===== src/rtl/assert_macros.svh =====
// Assertion macros for the core RTL file.
// No dependencies; assertions vanish when SYNTHESIS is defined.
`ifndef ASSERT_MACROS_SVH
`define ASSERT_MACROS_SVH

`ifndef SYNTHESIS
`define MTF_ASSERT(name, clk, rst_n, prop) \
    name: assert property (@(posedge clk) disable iff (!rst_n) prop) \
    else $error("mtf assertion failed");
`define MTF_ASSERT_NR(name, clk, prop) \
    name: assert property (@(posedge clk) prop) \
    else $error("mtf assertion failed");
`else
`define MTF_ASSERT(name, clk, rst_n, prop)
`define MTF_ASSERT_NR(name, clk, prop)
`endif

`endif


===== src/rtl/mtf_pkg.sv =====
// Package for the move-to-front rank core: sizes, types and helper functions.
// No dependencies.
package mtf_pkg;

    localparam int MAX_ITEMS = 256;
    localparam int ITEM_W    = 9;                       // item_id / item_count width
    localparam int RANK_W    = 8;
    localparam int IDX_W     = (MAX_ITEMS > 1) ? $clog2(MAX_ITEMS) : 1;
    localparam int CNT_W     = $clog2(MAX_ITEMS + 1);
    localparam int VAL_W     = (CNT_W > ITEM_W) ? CNT_W : ITEM_W;

    localparam logic CMD_ACCESS  = 1'b0;
    localparam logic CMD_RESTART = 1'b1;

    typedef enum logic [0:0] {
        ST_IDLE,
        ST_SHIFT
    } t_state;

    typedef struct packed {
        logic              rebuild;
        logic              shift;
        logic [VAL_W-1:0]  id;
        logic [IDX_W-1:0]  pos;
        logic [CNT_W-1:0]  count;
    } t_cell_ctl;

    // register value -> active item count, clamped to 1..MAX_ITEMS
    function automatic logic [CNT_W-1:0] eff_count(input logic [ITEM_W-1:0] v);
        logic [VAL_W-1:0] e;
        e = VAL_W'(v);
        if (e == '0)
            e = VAL_W'(1);
        else if (e > VAL_W'(MAX_ITEMS))
            e = VAL_W'(MAX_ITEMS);
        return CNT_W'(e);
    endfunction

    // initial contents of one list slot
    function automatic logic [VAL_W-1:0] cell_init(input logic [IDX_W-1:0] idx,
                                                   input logic [CNT_W-1:0] count);
        logic [VAL_W-1:0] r;
        if (VAL_W'(idx) < VAL_W'(count))
            r = VAL_W'(idx) + VAL_W'(1);
        else
            r = '0;
        return r;
    endfunction

    function automatic logic [RANK_W-1:0] sat_rank(input logic [IDX_W-1:0] pos);
        logic [IDX_W+RANK_W-1:0] w;
        w = (IDX_W+RANK_W)'(pos);
        if (w > (IDX_W+RANK_W)'(255))
            w = (IDX_W+RANK_W)'(255);
        return w[RANK_W-1:0];
    endfunction

    localparam logic [CNT_W-1:0] RESET_COUNT = eff_count(ITEM_W'(256));

endpackage


===== src/rtl/mtf_if.sv =====
// Handshake channel interfaces of the move-to-front rank core.
// Depends on mtf_pkg.
interface mtf_in_if;
    import mtf_pkg::*;
    logic              valid;
    logic              ready;
    logic              command;
    logic [ITEM_W-1:0] item_id;
    modport source (output valid, command, item_id, input ready);
    modport sink   (input valid, command, item_id, output ready);
endinterface

interface mtf_out_if;
    import mtf_pkg::*;
    logic              valid;
    logic              ready;
    logic [RANK_W-1:0] rank;
    logic              bad_item;
    modport source (output valid, rank, bad_item, input ready);
    modport sink   (input valid, rank, bad_item, output ready);
endinterface

interface mtf_cfg_if;
    import mtf_pkg::*;
    logic              valid;
    logic              ready;
    logic [ITEM_W-1:0] item_count;
    modport source (output valid, item_count, input ready);
    modport sink   (input valid, item_count, output ready);
endinterface


===== src/rtl/move_to_front_rank_core.sv =====
// Move-to-front rank core: a row of MAX_ITEMS list slots with an encoder.
// An access result passes ST_SHIFT and then the output register; a restart item gives no result.
// Accesses do not overlap: compare+encode, then shift of the row, held while the output stalls.
// Reset (sync, active low): list holds 1..256 top down, item count 256.
// A config write rebuilds the list at the same clock edge.
`include "assert_macros.svh"

module move_to_front_rank_core (
    input  logic      i_clk,
    input  logic      i_rst_n,
    mtf_in_if.sink    i_in,
    mtf_out_if.source o_out,
    mtf_cfg_if.sink   i_cfg
);
    import mtf_pkg::*;

    t_state            r_state, n_state;
    logic [CNT_W-1:0]  r_active;
    logic [VAL_W-1:0]  r_id;
    logic              r_bad;
    logic [IDX_W-1:0]  r_pos;
    logic              r_found;
    logic              r_out_valid;
    logic [RANK_W-1:0] r_rank;
    logic              r_out_bad;

    t_cell_ctl         ctl;
    logic              in_ready;
    logic              out_load;
    logic              in_fire;
    logic              cfg_fire;
    logic              bad_in;
    logic [VAL_W-1:0]  id_ext;

    logic [VAL_W-1:0]     cell_val [MAX_ITEMS];
    logic [MAX_ITEMS-1:0] match;
    logic [IDX_W-1:0]     enc_pos;
    logic                 enc_found;

    // nothing is taken while reset is held
    assign i_cfg.ready = i_rst_n;
    assign cfg_fire    = i_cfg.valid && i_rst_n;
    assign i_in.ready  = in_ready && i_rst_n;
    assign in_fire     = i_in.valid && in_ready && i_rst_n;
    assign id_ext      = VAL_W'(i_in.item_id);
    assign bad_in      = (id_ext == '0) || (id_ext > VAL_W'(r_active));

    always_comb begin
        n_state     = r_state;
        in_ready    = 1'b0;
        out_load    = 1'b0;
        ctl.rebuild = 1'b0;
        ctl.shift   = 1'b0;
        ctl.id      = r_id;
        ctl.pos     = r_pos;
        ctl.count   = r_active;
        case (r_state)
            ST_IDLE: begin
                in_ready = 1'b1;
                ctl.id   = id_ext;
                if (i_in.valid && (i_in.command == CMD_RESTART))
                    ctl.rebuild = 1'b1;
                else if (i_in.valid)
                    n_state = ST_SHIFT;
            end
            ST_SHIFT: begin
                if (!r_out_valid || o_out.ready) begin
                    out_load  = 1'b1;
                    ctl.shift = !r_bad;
                    n_state   = ST_IDLE;
                end
            end
            default: n_state = ST_IDLE;
        endcase
        if (cfg_fire) begin
            ctl.rebuild = 1'b1;
            ctl.count   = eff_count(i_cfg.item_count);
        end
    end

    always_ff @(posedge i_clk) begin
        if (!i_rst_n) begin
            r_state  <= ST_IDLE;
            r_active <= RESET_COUNT;
        end else begin
            r_state <= n_state;
            if (cfg_fire)
                r_active <= eff_count(i_cfg.item_count);
        end
    end

    always_ff @(posedge i_clk) begin
        if (in_fire && (i_in.command == CMD_ACCESS)) begin
            r_id    <= id_ext;
            r_bad   <= bad_in;
            r_pos   <= enc_pos;
            r_found <= enc_found;
        end
    end

    always_ff @(posedge i_clk) begin
        if (!i_rst_n) begin
            r_out_valid <= 1'b0;
        end else if (out_load) begin
            r_out_valid <= 1'b1;
        end else if (o_out.ready) begin
            r_out_valid <= 1'b0;
        end
    end

    always_ff @(posedge i_clk) begin
        if (out_load) begin
            r_rank    <= r_bad ? '0 : sat_rank(r_pos);
            r_out_bad <= r_bad;
        end
    end

    assign o_out.valid    = r_out_valid;
    assign o_out.rank     = r_rank;
    assign o_out.bad_item = r_out_bad;

    for (genvar k = 0; k < MAX_ITEMS; k++) begin : g_cell
        logic [VAL_W-1:0] prev;
        if (k == 0) begin : g_top
            assign prev = ctl.id;
        end else begin : g_rest
            assign prev = cell_val[k-1];
        end
        mtf_cell u_cell (
            .i_clk   (i_clk),
            .i_rst_n (i_rst_n),
            .i_index (IDX_W'(k)),
            .i_ctl   (ctl),
            .i_prev  (prev),
            .o_val   (cell_val[k]),
            .o_match (match[k])
        );
    end

    mtf_enc u_enc (
        .i_match (match),
        .o_pos   (enc_pos),
        .o_found (enc_found)
    );

    // list entries are distinct apart from empty slots
    `MTF_ASSERT(a_match_unique, i_clk, i_rst_n, (r_state == ST_IDLE && id_ext != '0) |-> $onehot0(match))
    // a valid item is always somewhere in the list
    `MTF_ASSERT(a_found, i_clk, i_rst_n, (r_state == ST_SHIFT && !r_bad) |-> r_found)
    `MTF_ASSERT(a_access_shift, i_clk, i_rst_n, (in_fire && i_in.command == CMD_ACCESS && !cfg_fire) |=> (r_state == ST_SHIFT))

endmodule


===== src/rtl/mtf_cell.sv =====
// One slot of the ordered list: holds an item, compares it, shifts from above.
// Depends on mtf_pkg.
module mtf_cell (
    input  logic                     i_clk,
    input  logic                     i_rst_n,
    input  logic [mtf_pkg::IDX_W-1:0] i_index,
    input  mtf_pkg::t_cell_ctl       i_ctl,
    input  logic [mtf_pkg::VAL_W-1:0] i_prev,
    output logic [mtf_pkg::VAL_W-1:0] o_val,
    output logic                     o_match
);
    import mtf_pkg::*;

    logic [VAL_W-1:0] r_val;

    always_ff @(posedge i_clk) begin
        if (!i_rst_n) begin
            r_val <= cell_init(i_index, RESET_COUNT);
        end else if (i_ctl.rebuild) begin
            r_val <= cell_init(i_index, i_ctl.count);
        end else if (i_ctl.shift && (i_index <= i_ctl.pos)) begin
            // slot 0 sees the accessed item on i_prev
            r_val <= i_prev;
        end
    end

    assign o_val   = r_val;
    assign o_match = (r_val == i_ctl.id);

endmodule


===== src/rtl/mtf_enc.sv =====
// One-hot to binary encoder for the slot match vector.
// Depends on mtf_pkg.
module mtf_enc (
    input  logic [mtf_pkg::MAX_ITEMS-1:0] i_match,
    output logic [mtf_pkg::IDX_W-1:0]     o_pos,
    output logic                          o_found
);
    import mtf_pkg::*;

    always_comb begin
        o_pos = '0;
        for (int k = 0; k < MAX_ITEMS; k++) begin
            if (i_match[k])
                o_pos = o_pos | IDX_W'(k);
        end
    end

    assign o_found = |i_match;

endmodule


===== src/flat_wrapper.sv =====
// flat-port wrapper written by rule: the top's interface ports become plain ports
module move_to_front_rank_core_flat import mtf_pkg::*;
  (i_clk, i_rst_n, i_in_valid, i_in_command, i_in_item_id, i_in_ready, o_out_valid, o_out_rank, o_out_bad_item, o_out_ready, i_cfg_valid, i_cfg_item_count, i_cfg_ready);
  mtf_in_if i_in_i ();
  mtf_out_if o_out_i ();
  mtf_cfg_if i_cfg_i ();
  input  logic i_clk;
  input  logic i_rst_n;
  input wire logic [$bits(i_in_i.valid)-1:0] i_in_valid;
  input wire logic [$bits(i_in_i.command)-1:0] i_in_command;
  input wire logic [$bits(i_in_i.item_id)-1:0] i_in_item_id;
  output wire logic [$bits(i_in_i.ready)-1:0] i_in_ready;
  output wire logic [$bits(o_out_i.valid)-1:0] o_out_valid;
  output wire logic [$bits(o_out_i.rank)-1:0] o_out_rank;
  output wire logic [$bits(o_out_i.bad_item)-1:0] o_out_bad_item;
  input wire logic [$bits(o_out_i.ready)-1:0] o_out_ready;
  input wire logic [$bits(i_cfg_i.valid)-1:0] i_cfg_valid;
  input wire logic [$bits(i_cfg_i.item_count)-1:0] i_cfg_item_count;
  output wire logic [$bits(i_cfg_i.ready)-1:0] i_cfg_ready;
  assign i_in_i.valid = i_in_valid;
  assign i_in_i.command = i_in_command;
  assign i_in_i.item_id = i_in_item_id;
  assign i_in_ready = i_in_i.ready;
  assign o_out_valid = o_out_i.valid;
  assign o_out_rank = o_out_i.rank;
  assign o_out_bad_item = o_out_i.bad_item;
  assign o_out_i.ready = o_out_ready;
  assign i_cfg_i.valid = i_cfg_valid;
  assign i_cfg_i.item_count = i_cfg_item_count;
  assign i_cfg_ready = i_cfg_i.ready;
  move_to_front_rank_core u_core (.i_clk(i_clk), .i_rst_n(i_rst_n), .i_in(i_in_i), .o_out(o_out_i), .i_cfg(i_cfg_i));
endmodule

===== config.mk =====
export PLATFORM = sky130hd
export DESIGN_NAME = move_to_front_rank_core_flat
export DESIGN_NICKNAME = d
export VERILOG_FILES = /design/src/rtl/mtf_pkg.sv /design/src/rtl/mtf_if.sv /design/src/rtl/move_to_front_rank_core.sv /design/src/rtl/mtf_cell.sv /design/src/rtl/mtf_enc.sv /design/src/flat_wrapper.sv
export VERILOG_INCLUDE_DIRS = /design/src /design/src/rtl
export SDC_FILE = /design/constraint.sdc
export NUM_CORES = 2
export LEC_CHECK = 0
export ABC_CLOCK_PERIOD_IN_PS = 6200
export BUFFER_PORTS_ARGS = -buffer_cell sky130_fd_sc_hd__buf_2
export CAP_MARGIN = 30
export CORE_ASPECT_RATIO = 0.5
export CORE_UTILIZATION = 40
export CTS_CLUSTER_DIAMETER = 80
export DETAILED_ROUTE_END_ITERATION = 8
export PLACE_DENSITY = 0.63
export SLEW_MARGIN = 10
export SYNTH_ARGS = -nofsm -noshare
export SYNTH_HDL_FRONTEND = slang
export SYNTH_SLANG_ARGS = --single-unit

===== constraint.sdc =====
create_clock -name i_clk -period 6.2 [get_ports i_clk]
set_input_delay 0.62 -clock i_clk [delete_from_list [all_inputs] [get_ports i_clk]]
set_output_delay 0.62 -clock i_clk [all_outputs]
set_load 0.02 [all_outputs]

==> metrics.md <==
| Metric | Value |
|---|---|
| Status | complete, no violations |
| Setup TNS | 0 ps |
| Initial antenna violation count | 57 |
| Synth top area share | 57.54% |
| Via count | 84670 |
| Net Switching | 11.33 mW |
| Tmin final | 6035 ps |
| Mapped cell area | 121700 um^2 |
| CP required | 6880 ps |
| Commonest non-fill, non-tap cells in the layout | edfxtp_1, xnor2_1, and2_1 |
| Pint | 28.82 mW |
| GRT Util Overall | 27.58% |
| Vias per cell | slightly below 6 |
| Bufs on Longest Clock Path | 4 |
| First-pass GRT wire length | 610.6 mm |
| Share of flip-flops with an asynchronous set or reset | 0% |
| Final WS setup | roughly 160 ps |
| Pre-antenna DRT Iters | 8 |
| Initial core utilization | 40.42% |
| Clock transition at path regs | 70 ps |
| Ranking of synthesized cells by area | edfxtp_1, xnor2_1, and2_1, a21o_1, xor2_1 |
| Routed length per placed instance | between 30 and 40 um |
| Netlist cell types | 64 |
| Most common cell after layout, fill and taps aside | edfxtp_1 |
| Hold Path Class | in2reg |
| Hold Path Stages | 1 |
| Die width | 781.9 um |
| # port buffers | 35 |
| Non-filler instance count after layout | about 14000 |
| Antenna viol nets, final | 0 |
| Worst-skew pair later-pin latency | 940 ps |
| Die area | 306500 um^2 |
| Placed cell areas | 128600 um^2 |
| Worst flop-to-flop path endpoint | u_core.r_pos[4] |
| Postcts setup bufs | 0 |
| Final WL | approximately 440 mm |
| CP arrival | 6710 ps |
| Tot Pwr | 40.15 mW |
| CTS H-tree depth | 4 |
| Slew HR | a little over a tenth |
| Final slew viol count | 0 |
| Synthesis-to-layout area growth | 11.76% |
| Leakage | 48.35 nW |
| Gate power share | 15.6% |
| Post-Place Worst Slack | 79.00 ps |
| Synth warn | 0 |
| R2R cell count | 12 |
| Inst Count DP | 13840 |
| Hold Startpoint | i_in_item_id[7] |
| Post-synth top area cell | edfxtp_1 |
| CTS tree | built |
| I/O Pins | 36 |
| Final period utilization | 97.34% |
| FF+latch count, synth | 2342 |
| Layout Nets | 10110 |
| FP Rows | 142 |
| Worst-Margin Slew | 1338 ps |
| Syn nets | 9980 |
| Pwr/cell area | 295.3 nW/um^2 |
| Mapped Cells | 9947 |
| Post-route cell area | 136000 um^2 |
| Core box area | 301000 um^2 |
| CP max stage cell | dfxtp_2 |
| Vias in the first global route | 81030 |
| Total of max-cap violations | 0 |
| Maximum vdd drop | 0.2468 mV |
| Inserted Clock Buffers | 229 |
| Synth Area per Inst | 12.23 um^2 |
| Bufs and invs on worst path | 3 |
| Worst hold endpoint | u_core.r_id[7] |
| Clock sinks | between 2000 and 2500 |
| FF-to-FF Start | u_core.r_state |
| Critical Path, Cell by Cell | mux2i_4, buf_12, buf_4, buf_4, xnor2_1, nor3_1, nand4_1, o41ai_2, nand3b_1, nor3_2, nand4_1, or4_1 |
| Worst setup SP type | register |
| Share of power burned in registers | 50.3% |
| Die Ht | 392.0 um |
| First DRT Iteration DRCs | 11190 |
| Skew final | 75.94 ps |
| Routability Congestion | a little over 1 |
| CP delay by family, top | simple AND/OR/NAND/NOR gates |
| CP Max Fanout | 23 |
| RSZ-0062 raised after global routing | no |
| CP Class | reg2reg |
| Largest net degree at the start of global routing | 202 |
| Remaining DRCs | 0 |
| Max stage delay on crit path | ~800 ps |
| Layout cells sized above 1 | 9.514% |
| Sequential share of the synthesized area | a little under 60% |
| CP endpoint kind | register |
| R2R Setup Slk | 160 ps |
| Final setup fails | 0 |
| Main synth FF type | edfxtp_1 |
| Root Buffer | clkbuf_16 |
| Final Hold Vio Count | 0 |
| EDFF count, synth | 2331 |
| GRT Residual Overflow | 0 |
| Fmax | 165.7 MHz |
| Clock power frac | ~34% |
| Post-DP HPWL | between 300 and 400 mm |
| Sw Ratio | 28.22% |
[per-layer routing]
layer  wire (um)  vias to the layer above  GRT usage (%)  part of all wire [%]
li1            -                    35600              -                     -
met1      184100                    43040          39.08                    42
met2      178700                     5026          39.33                    41
met3       53070                      958          8.455                    12
met4       19360                       44          10.90                   4.4
met5         327                        -              0                 0.075
[synthesized netlist by cell type, types with 5 or more instances]
master / count
a21boi_0: 11
a21o_1: 903
a21oi_1: 125
a221o_1: 9
a221oi_1: 9
a22oi_1: 24
a31o_2: 13
a31oi_1: 18
a41o_1: 9
and2_1: 1301
and3_1: 8
buf_1: 19
buf_2: 107
buf_4: 125
buf_6: 26
clkbuf_1: 389
dfxtp_1: 11
edfxtp_1: 2331
ha_1: 9
inv_1: 27
mux2i_1: 18
mux2i_2: 5
nand2_1: 423
nand2b_1: 17
nand3_1: 131
nand3b_1: 15
nand4_1: 246
nor2_1: 304
nor2b_1: 31
nor3_1: 195
nor4_1: 263
o21a_1: 13
o21ai_0: 313
o21ai_1: 31
o21bai_1: 9
o22ai_1: 5
o31ai_1: 9
o41ai_1: 99
or2_2: 8
or4_1: 6
xnor2_1: 1617
xor2_1: 678
[what timing repair did]
action / in CTS / in global routing
endpoints found under the hold margin: 6 / 0
endpoints found under the setup margin: 0 / 1
hold buffers: 6 / 0
resized for setup: 0 / 1
[sequential cells by signal (all words and copies together) (netlist names)]
| signal | flops |
|---|---|
| u_core.r_bad | 1 |
| u_core.o_out.bad_item | 1 |
| u_core.r_state | 1 |
| u_core.r_pos | 8 |
| u_core.r_active | 9 |
| u_core.o_out.valid | 1 |
| u_core.g_cell.u_cell.o_val | 2304 |
| u_core.r_id | 9 |
| u_core.o_out.rank | 8 |
[kinds of logic after synthesis]
| logic type | count (synthesis) | share of synthesized area [%] |
|---|---|---|
| multiplexers | 23 | 0.2047 |
| AO/OA/AOI/OAI | 1620 | 9.189 |
| AND/OR/NAND/NOR | 2963 | 13.46 |
| adder cells (fa/ha/maj) | 9 | 0.09257 |
| flip-flops | 2342 | 57.72 |
| XOR/XNOR | 2295 | 16.52 |
| buffers and inverters | 695 | 2.810 |
[through the flow]
step / hold slack (ps) / utilization, %
CTS: 18.88 / 45.05
floorplan: 485.0 / -
global placement: 499.5 / 42.44
global route: 38.83 / 45.14
detailed placement: 503.2 / 42.72
finish: 71.55 / 45.17
[worst max path at each step]
stage	startpoint	endpoint	slack [ps]	depth (start not counted)
2_1_floorplan	i_in_item_id[5]	u_core.r_pos[6]	2920	11
3_3_place_gp	u_core.r_state	u_core.r_pos[4]	-200	10
3_5_place_dp	u_core.r_state	u_core.r_pos[4]	80	12
4_1_cts	u_core.r_state	u_core.r_pos[4]	70	12
5_1_grt	u_core.r_state	u_core.r_pos[4]	270	12
6_report	u_core.r_state	u_core.r_pos[4]	160	12
[power groups by stage]
stage	clock, mW	sequential, mW	combinational, mW
detailed placement	0	20.5	6.06
global placement	0	20.5	5.96
finish	13.7	20.2	6.25
CTS	13.8	20.2	6.11
floorplan	0	20.1	4.06
global route	14.3	20.3	6.59
[area by class of cell]
cell class              count  area [um^2]
clock inverters           124        997.2
inverters                  28        105.1
clock buffers             281         5957
flip-flops and latches   2342        70220
diodes                     46        115.1
well taps                4032         5045
repair buffers            563         4937
multi-input cells        6910        48580
fillers                 27410       165000
Note: power is estimated with default switching activity, not from simulation.
